===== src/sv/b2d_pkg.sv =====
// Package for the binary to decimal ASCII converter.
// Holds the field widths, the character codes, the format select codes and the cell payload type.
// No dependencies.
package b2d_pkg;

  localparam int VAL_W          = 32;
  localparam int DIG_W          = 4;
  localparam int BCD_DIGITS     = 10;
  localparam int CHAR_W         = 6;
  localparam int DEF_MAX_DIGITS = 10;

  localparam logic [CHAR_W-1:0] CHAR_ZERO  = 6'd48;
  localparam logic [CHAR_W-1:0] CHAR_SPACE = 6'd32;

  typedef enum logic [1:0] {
    CMD_W8   = 2'd0,
    CMD_W16  = 2'd1,
    CMD_W32  = 2'd2,
    CMD_NONE = 2'd3
  } cmd_t;

  typedef logic [BCD_DIGITS-1:0][DIG_W-1:0] bcd_t;

  typedef struct packed {
    logic             valid;
    cmd_t             cmd;
    logic [VAL_W-1:0] value;
    bcd_t             bcd;
  } cell_t;

  function automatic logic [3:0] field_digits(input cmd_t cmd);
    logic [3:0] n;
    case (cmd)
      CMD_W8:  n = 4'd3;
      CMD_W16: n = 4'd5;
      CMD_W32: n = 4'd10;
      default: n = 4'd1;
    endcase
    return n;
  endfunction

endpackage


===== src/sv/b2d_cell.sv =====
// One shift-and-add-3 cell of the conversion chain.
// Takes one bit of the value into the BCD digits per cell. Depends on b2d_pkg.
module b2d_cell import b2d_pkg::*; (
  input  logic  clk,
  input  logic  rst_n,
  input  logic  adv,
  input  cell_t d,
  output cell_t q
);

  logic  valid_r;
  cell_t pay_r;
  cell_t pay_nxt;
  bcd_t  adj;

  always_comb begin
    for (int k = 0; k < BCD_DIGITS; k++) begin
      adj[k] = (d.bcd[k] >= 4'd5) ? d.bcd[k] + 4'd3 : d.bcd[k];
    end
    pay_nxt       = d;
    pay_nxt.value = {d.value[VAL_W-2:0], 1'b0};
    pay_nxt.bcd[0] = {adj[0][DIG_W-2:0], d.value[VAL_W-1]};
    for (int k = 1; k < BCD_DIGITS; k++) begin
      pay_nxt.bcd[k] = {adj[k][DIG_W-2:0], adj[k-1][DIG_W-1]};
    end
  end

  always_ff @(posedge clk) begin
    if (!rst_n) begin
      valid_r <= 1'b0;
    end else if (adv) begin
      valid_r <= d.valid;
    end
  end

  always_ff @(posedge clk) begin
    if (adv) begin
      pay_r <= pay_nxt;
    end
  end

  always_comb begin
    q       = pay_r;
    q.valid = valid_r;
  end

endmodule


===== src/sv/b2d_ser.sv =====
// Character serializer: loads the finished BCD digits and sends one character per transfer.
// Blanks leading zeros, keeps the units digit. Depends on b2d_pkg.
module b2d_ser import b2d_pkg::*; #(
  parameter int MAX_DIGITS = DEF_MAX_DIGITS
) (
  input  logic              clk,
  input  logic              rst_n,
  input  cell_t             cell_i,
  output logic              load_ok,
  output logic              out_valid,
  input  logic              out_stall,
  output logic [CHAR_W-1:0] out_character,
  output logic              out_last_char
);

  localparam int CW = $clog2(MAX_DIGITS + 1);

  logic                                valid_r, valid_nxt;
  logic [CW-1:0]                       left_r, left_nxt;
  logic                                seen_r, seen_nxt;
  logic [MAX_DIGITS-1:0][DIG_W-1:0]    digs_r, digs_nxt, digs_ld;
  logic [DIG_W-1:0]                    top;
  logic [3:0]                          n_full;
  logic [CW-1:0]                       n;
  logic                                seen_ld;
  logic                                xfer;
  logic                                fin;
  logic                                load;

  assign top  = digs_r[MAX_DIGITS-1];
  assign xfer = valid_r && !out_stall;
  assign fin  = xfer && (left_r == CW'(1));
  assign load_ok = !valid_r || fin;
  assign load = load_ok && cell_i.valid;

  assign n_full = field_digits(cell_i.cmd);
  assign n = (int'(n_full) > MAX_DIGITS) ? CW'(MAX_DIGITS) : CW'(n_full);

  always_comb begin
    seen_ld = 1'b0;
    for (int j = 0; j < MAX_DIGITS; j++) begin
      digs_ld[j] = '0;
      for (int p = 0; p < BCD_DIGITS; p++) begin
        if (p == j + int'(n) - MAX_DIGITS) begin
          digs_ld[j] = cell_i.bcd[p];
        end
      end
    end
    for (int p = 0; p < BCD_DIGITS; p++) begin
      if (p >= int'(n) && cell_i.bcd[p] != '0) begin
        seen_ld = 1'b1;
      end
    end
  end

  always_comb begin
    valid_nxt = valid_r;
    left_nxt  = left_r;
    seen_nxt  = seen_r;
    digs_nxt  = digs_r;
    if (load) begin
      valid_nxt = 1'b1;
      left_nxt  = n;
      seen_nxt  = seen_ld;
      digs_nxt  = digs_ld;
    end else if (xfer) begin
      valid_nxt = !fin;
      left_nxt  = left_r - CW'(1);
      seen_nxt  = seen_r || (top != '0);
      digs_nxt[0] = '0;
      for (int j = 1; j < MAX_DIGITS; j++) begin
        digs_nxt[j] = digs_r[j-1];
      end
    end
  end

  always_ff @(posedge clk) begin
    if (!rst_n) begin
      valid_r <= 1'b0;
    end else begin
      valid_r <= valid_nxt;
    end
  end

  always_ff @(posedge clk) begin
    left_r <= left_nxt;
    seen_r <= seen_nxt;
    digs_r <= digs_nxt;
  end

  assign out_valid     = valid_r;
  assign out_last_char = (left_r == CW'(1));
  assign out_character = (seen_r || top != '0 || left_r == CW'(1)) ?
                         CHAR_ZERO + CHAR_W'(top) : CHAR_SPACE;

  a_left_range: assert property (@(posedge clk) disable iff (!rst_n)
    valid_r |-> (left_r != '0 && int'(left_r) <= MAX_DIGITS))
    else $error("character count out of range");

  a_units_digit: assert property (@(posedge clk) disable iff (!rst_n)
    (valid_r && out_last_char) |-> (out_character != CHAR_SPACE))
    else $error("units position blanked");

  a_no_space_after_digit: assert property (@(posedge clk) disable iff (!rst_n)
    (xfer && !out_last_char && out_character != CHAR_SPACE) |=>
    (out_character != CHAR_SPACE))
    else $error("space after a digit");

  a_mid_field_holds: assert property (@(posedge clk) disable iff (!rst_n)
    (xfer && !out_last_char) |=> valid_r)
    else $error("field ended early");

endmodule


===== src/sv/binary_to_decimal_ascii.sv =====
// Binary to right-justified decimal ASCII converter, top level.
// Input passes through the 32 cells, then the serializer, before the first character.
// Throughput: 3, 5 or 10 characters per item, one per cycle unless out_stall; the
// serializer sets input pace, the chain takes a new item every cycle while it has room.
// Reset clears the valid bits of the chain and serializer; select code 3 gives no output.
// Depends on b2d_pkg, b2d_cell, b2d_ser.
module binary_to_decimal_ascii import b2d_pkg::*; #(
  parameter int MAX_DIGITS = DEF_MAX_DIGITS
) (
  input  logic              clk,
  input  logic              rst_n,
  input  logic              in_valid,
  output logic              in_stall,
  input  logic [1:0]        in_cmd,
  input  logic [VAL_W-1:0]  in_value,
  output logic              out_valid,
  input  logic              out_stall,
  output logic [CHAR_W-1:0] out_character,
  output logic              out_last_char
);

  cell_t            chain [VAL_W+1];
  logic             adv;
  logic             load_ok;
  logic [VAL_W-1:0] aligned;

  always_comb begin
    case (cmd_t'(in_cmd))
      CMD_W8:  aligned = {24'd0, in_value[7:0]};
      CMD_W16: aligned = {16'd0, in_value[15:0]};
      default: aligned = in_value;
    endcase
  end

  always_comb begin
    chain[0].valid = in_valid && (cmd_t'(in_cmd) != CMD_NONE);
    chain[0].cmd   = cmd_t'(in_cmd);
    chain[0].value = aligned;
    chain[0].bcd   = '0;
  end

  assign adv      = !chain[VAL_W].valid || load_ok;
  assign in_stall = !adv;

  for (genvar i = 0; i < VAL_W; i++) begin : g_cell
    b2d_cell u_cell (
      .clk  (clk),
      .rst_n(rst_n),
      .adv  (adv),
      .d    (chain[i]),
      .q    (chain[i+1])
    );
  end

  b2d_ser #(.MAX_DIGITS(MAX_DIGITS)) u_ser (
    .clk          (clk),
    .rst_n        (rst_n),
    .cell_i       (chain[VAL_W]),
    .load_ok      (load_ok),
    .out_valid    (out_valid),
    .out_stall    (out_stall),
    .out_character(out_character),
    .out_last_char(out_last_char)
  );

endmodule

===== config.mk =====
export PLATFORM = sky130hd
export DESIGN_NAME = binary_to_decimal_ascii
export DESIGN_NICKNAME = d
export VERILOG_FILES = /design/src/sv/b2d_pkg.sv /design/src/sv/b2d_cell.sv /design/src/sv/b2d_ser.sv /design/src/sv/binary_to_decimal_ascii.sv
export SDC_FILE = /design/constraint.sdc
export NUM_CORES = 2
export LEC_CHECK = 0
export ABC_AREA = 1
export BUFFER_PORTS_ARGS = -buffer_cell sky130_fd_sc_hd__buf_2
export CELL_PAD_IN_SITES_DETAIL_PLACEMENT = 1
export CELL_PAD_IN_SITES_GLOBAL_PLACEMENT = 2
export CORE_MARGIN = 3
export CORE_UTILIZATION = 45
export DETAILED_ROUTE_END_ITERATION = 8
export PLACE_DENSITY_LB_ADDON = 0.1
export SETUP_SLACK_MARGIN = 0.1
export SYNTH_ARGS = -nofsm -noshare
export SYNTH_HDL_FRONTEND = slang
export SYNTH_SLANG_ARGS = --single-unit

===== constraint.sdc =====
create_clock -name clk -period 93.8 [get_ports clk]
set_input_delay 18.76 -clock clk [delete_from_list [all_inputs] [get_ports clk]]
set_output_delay 18.76 -clock clk [all_outputs]
set_load 0.02 [all_outputs]

# Yosys cells after proc, flatten, opt, wreduce, memory -nomap -nowiden
# Cells that the tools add are included.
[classes]
n_reduce_logical = 47
eq_ne = 95
add_sub_neg = 286
n_lt_le_gt_ge = 276
muxes = 387
[ops]
columns = ["operator", "n"]
rows = [
  ["4-bit two-way mux", 337],
  ["4-bit by 32-bit equality test with 1-bit output (first input constant)", 36],
  ["4-bit by 3-bit >= comparator with 1-bit output (second input constant)", 255],
  ["4-bit by 2-bit adder with 4-bit output (second input constant)", 234],
  ["3-bit by 32-bit equality test with 1-bit output (first input constant)", 18],
  ["5-bit by 32-bit equality test with 1-bit output (first input constant)", 18],
  ["32-bit zero test", 10],
  ["2-bit by 32-bit equality test with 1-bit output (first input constant)", 9],
  ["32-bit by 5-bit subtractor with 32-bit output (second input constant)", 9],
  ["40-bit two-way mux", 2],
  ["32-bit one-hot mux with 2 select lines", 1],
  ["3-bit by 2-bit adder with 3-bit output (second input constant)", 21],
  ["3-bit two-way mux", 21],
  ["4-bit nonzero test", 11],
  ["1-bit by 2-bit adder with 3-bit output (second input constant)", 10],
  ["1-bit by 3-bit >= comparator with 1-bit output (second input constant)", 10],
  ["1-bit two-way mux", 24],
  ["3-bit by 4-bit adder with 5-bit output (first input constant)", 4],
  ["4-bit by 5-bit equality test with 1-bit output (first input constant)", 4],
  ["3-bit by 4-bit >= comparator with 1-bit output (first input constant)", 4],
  ["1-bit logical AND", 14],
  ["4-bit one-hot mux with 3 select lines", 1],
  ["2-bit by 4-bit adder with 5-bit output (first input constant)", 2],
  ["4-bit by 4-bit adder with 5-bit output (first input constant)", 2],
  ["other kinds (20)", 34],
]
[word_totals]
inputBits = 38
out_inout_bits = 9
reg_bits = 1708
elab_cells = 1484

# Depth between registers and ports, before layout
[logic_depth]
ltp_word = 18
mapped_depth = 20
ltp_nobuf = 18

# Hierarchy
# Synthesis repeated with hierarchy kept, for this count alone.
[hier_totals]
cells_unflattened = 10230
hier_area_um2 = 114658.7
[modules_own_cells]
columns = ["module", "instances", "cells_per_inst", "seq_area_each_um2", "area_per_inst_um2"]
rows = [
  ["b2d_cell", 32, 294, 2212.1, 3424.5],
  ["b2d_ser", 1, 765, 1371.3, 4815.9],
  ["binary_to_decimal_ascii", 1, 57, 0.0, 257.7],
]

# Least setup slack after synthesis
# OpenSTA, ideal clock, no wires.
[synth_timing]
kind = "input-to-reg"
from = "input port out_stall"
to = "register g_cell[0].u_cell.pay_r, in the netlist g_cell[0].u_cell.q[0] (enable)"
setup_time_ns = 2.089
stages = 4
path_buffers = 1
t_arrival_ns = 52.696
required_ns = 91.711
path_slack_ns = 39.014
path_cell_list = "o21ai_1 > nor2_1 > inv_1 > clkbuf_1"
[synth_via]
elab_chain_cells = 5
[synth_rtl]
columns = ["item", "line_no", "source"]
rows = [
  ["start, declared", "binary_to_decimal_ascii.sv:17", "input logic out_stall,"],
  ["1-bit zero test", "b2d_ser.sv:31", "assign xfer = valid_r && !out_stall;"],
  ["1-bit logical AND", "b2d_ser.sv:31", ""],
  ["1-bit logical AND", "b2d_ser.sv:32", "assign fin = xfer && (left_r == CW'(1));"],
  ["1-bit logical OR", "b2d_ser.sv:33", "assign load_ok = !valid_r || fin;"],
  ["1-bit logical OR", "binary_to_decimal_ascii.sv:42", "assign adv = !chain[VAL_W].valid || load_ok;"],
  ["end signal, assigned", "b2d_cell.sv:38", "pay_r <= pay_nxt;"],
  ["end, declared", "b2d_cell.sv:12", "cell_t pay_r;"],
]
# Every way passes these cells.
# A chain may end at the register's enable or synchronous reset.

# Worst setup path in the final report
[layout_timing]
from = "input port out_stall"
to = "output port in_stall"
[layout_via]
elab_chain_cells = 6
[layout_rtl]
columns = ["item", "line_no", "source"]
rows = [
  ["1-bit zero test", "b2d_ser.sv:31", ""],
  ["1-bit logical AND", "b2d_ser.sv:31", ""],
  ["1-bit logical AND", "b2d_ser.sv:32", ""],
  ["1-bit logical OR", "b2d_ser.sv:33", ""],
  ["1-bit logical OR", "binary_to_decimal_ascii.sv:42", ""],
  ["1-bit zero test", "binary_to_decimal_ascii.sv:43", "assign in_stall = !adv;"],
  ["end, declared", "binary_to_decimal_ascii.sv:13", "output logic in_stall,"],
]
# Every way passes these cells.

==> metrics.md <==
| Metric | Value |
|---|---|
| Vias in the first global route | `35,900` |
| Fin. Hold Viols | `0` |
| Ant. Diodes | `0` |
| #FFs+latches synth | `1,318` |
| Remaining DRCs | `0` |
| Cell area after synthesis | `0.0585 mm²` |
| Final setup margin | `55,690 ps` |
| WHS | `411 ps` |
| H-tree level count | `4` |
| Register area share after synthesis | `67.1%` |
| Main synth FF type | `edfxtp_1` |
| GRT Overall Usage | `16.0%` |
| Post-place setup slack | `55,680 ps` |
| Nets@finish | `5,464` |
| Worst vdd ir | `0.0175 mV` |
| Hold Buf Count CTS | `0` |
| Most used cell, CP | `buf_2` |
| Slowest cell on the critical path | `o21ai_1` |
| # port buffers | `45` |
| Worst skew pair latency | `770 ps` |
| Placed insts | `6,678` |
| ANT nets after route | `0` |
| Total gr overflow | `0` |
| Register Area | `0.0392 mm²` |
| CP Class | `in2out` |
| Yosys Warn Count | `0` |
| Post-synth cell types | `40` |
| First DRT Iteration DRCs | `1,930` |
| Crit path max fanout | `3` |
| Status | `finished clean` |
| Leakage power | `0.0273 µW` |
| Slew Limit Fails | `0` |
| Die height | `367 µm` |
| Vias per cell | `4.97` |
| Worst Setup Start Kind | `primary input` |
| Critical path arrival | `19,350 ps` |
| Row cnt | `131` |
| Mean post-synth cell area | `11.9 µm²` |
| DPL Wire Length | `71,300 µm` |
| Slowest stage delay, CP | `250 ps` |
| Detailed Route WL | `106,000 µm` |
| Pre-antenna DRT Iters | `5` |
| Final Instance Count excl. Fillers | `6,937` |
| Worst-Margin Slew | `1040 ps` |
| Relative slew margins | `30.8%` |
| Hold Crit Class | `reg2reg` |
| CP endpoint kind | `primary output` |
| Sequence of cells on the critical path | `buf_2 -> o21ai_1 -> nor2_2 -> buf_2` |
| # fillers | `13,400` |
| Maximum clock rate | `0.0262 GHz` |
| P per Cell Area | `29.3 mW/mm²` |
| Die width | `367 µm` |
| Total power | `1910 µW` |
| CTS clock-pin slew for the worst setup and hold paths | `60 ps` |
| Total negative setup slack | `0 ps` |
| Minimum clock period | `38,110 ps` |
| Post-Synthesis Cells | `4,924` |
| Clock skew | `39.8 ps` |
| Initial Util | `45.6%` |
| Largest net degree at the start of global routing | `181` |
| Number of setup buffers added after CTS | `0` |
| Initial antenna violation count | `1` |
| Post_cts resized | `0` |
| Clk root buf | `clkbuf_16` |
| I/O pin count | `47` |
| Async S/R FF share, synth | `0%` |
| Die Area | `0.134 mm²` |
| Area occupied by multi-input gates | `0.0163 mm²` |
| Worst Path Required | `75,040 ps` |
| Core footprint | `0.128 mm²` |
| # setup viols final | `0` |
| WL per Instance | `15.3 µm` |
| # clock sinks | `1,318` |
| RePlAce Congestion | `0.882` |
| Max cap viols | `0` |
| CTS tree | `built` |
| RSZ-0062 raised after global routing | `no` |
| Post-synth EDFFs | `1,285` |
| CTS max path bufs | `3` |
| Total CTS buffers | `144` |
| Final clock period utilization by the worst path | `40.6%` |
| P&R area growth vs syn | `11.8%` |
| Vias post-DR | `34,500` |
| Post-Syn Nets | `5,293` |
| Ratio of cells with drive above 1 in the final layout | `7.43%` |
| First-pass GRT wire length | `177,000 µm` |
per-stage QoR:
step                      instance area, µm²  utilization, %
final                                  65400            51.0
after floorplan                        58500               -
after global routing                   65400            51.0
after CTS                              65400            51.0
after detailed placement               60900            47.4
after global placement                 60900            47.4
per-layer routing:
| layer | track usage [%] | wire length (µm) | vias to the layer above |
|---|---|---|---|
| met5 | 0 | 0 | - |
| met3 | 2.96 | 3860 | 182 |
| met1 | 20.2 | 47200 | 16700 |
| li1 | - | - | 17200 |
| met4 | 5.17 | 2650 | 0 |
| met2 | 27.8 | 52600 | 404 |
power by group:
part / switching (µW) / total [µW] / internal, µW
logic: 276 / 442 / 166
clock network: 234 / 535 / 301
registers: 102 / 937 / 835
total: 612 / 1910 / 1300
cell families after synthesis:
group	count (synthesis)	share of synthesized area, %
AO/OA/AOI/OAI	1045	9.46
XOR/XNOR	157	2.35
adder cells (fa/ha/maj)	331	7.08
buffers and inverters	792	5.13
flip-flops	1318	67.1
other	1	0.00641
AND/OR/NAND/NOR	1280	8.86
final cells by class:
| cell class | count | area share [%] |
|---|---|---|
| Sequential cell | 1318 | 60.0 |
| Tap cell | 1729 | 3.31 |
| Clock inverter | 83 | 1.13 |
| Timing Repair Buffer | 67 | 0.616 |
| Clock buffer | 176 | 5.77 |
| Inverter | 750 | 4.32 |
| Multi-Input combinational cell | 2814 | 24.8 |
sequential cells by signal, indices dropped and copies added (netlist names):
register,cells
g_cell.u_cell.valid_r,32
u_ser.out_valid,1
g_cell.u_cell.q,1240
u_ser.digs_r,36
u_ser.left_r,4
u_ser.seen_r,1
u_ser.top,4
worst paths after layout:
check,start,to,slack [ps],depth (start not counted)
max,out_stall,in_stall,55690,4
min,g_cell[12].u_cell.q[62],g_cell[13].u_cell.q[63],410,0
max reg2reg,u_ser.left_r[1],g_cell[0].u_cell.q[46],88060,11
min reg2reg,g_cell[12].u_cell.q[62],g_cell[13].u_cell.q[63],410,0
placed cells by master (no fill, tap or decap), types with 6 or more instances in the layout:
master / Yosys / routed
nand4_1: 7 / 7
o21ai_0: 438 / 437
o21ai_1: 22 / 22
edfxtp_1: 1285 / 1285
nor2_2: 10 / 11
a211oi_1: 87 / 87
ha_1: 331 / 330
inv_1: 737 / 736
dfxtp_1: 33 / 33
buf_2: 9 / 45
or2_2: 85 / 85
clkbuf_16: 0 / 145
inv_2: 11 / 11
o211ai_1: 7 / 7
clkinv_16: 0 / 7
clkbuf_1: 28 / 28
nor2_1: 561 / 560
clkinv_1: 2 / 34
nand2_2: 7 / 7
buf_4: 2 / 21
xor2_1: 157 / 157
a21oi_1: 461 / 461
nand3_1: 47 / 47
nand2_1: 550 / 550
clkinv_2: 0 / 26
o22ai_1: 8 / 8
a31oi_1: 6 / 6
cells in the mapped netlist, drive strengths merged, types with 6 or more instances:
master,count,area (µm²)
xor2,157,1380
or2,85,532
edfxtp,1285,38600
nand4,7,43.8
nand2,557,2110
ha,331,4140
nor3,7,50.1
o211ai,7,52.6
a211oi,87,653
nand3,47,235
inv,748,2810
a31oi,6,37.5
nor2,572,2180
buf,14,78.8
a21oi,461,2310
o22ai,8,50.1
clkbuf,28,105
dfxtp,33,661
o21ai,460,2300
worst max-delay path, delay by kind of cell:
family                 cells  cell delay [ps]
AND/OR/NAND/NOR            1               60
buffers and inverters      2              280
AO/OA/AOI/OAI              1              250
(Power assumes the default switching activity.)
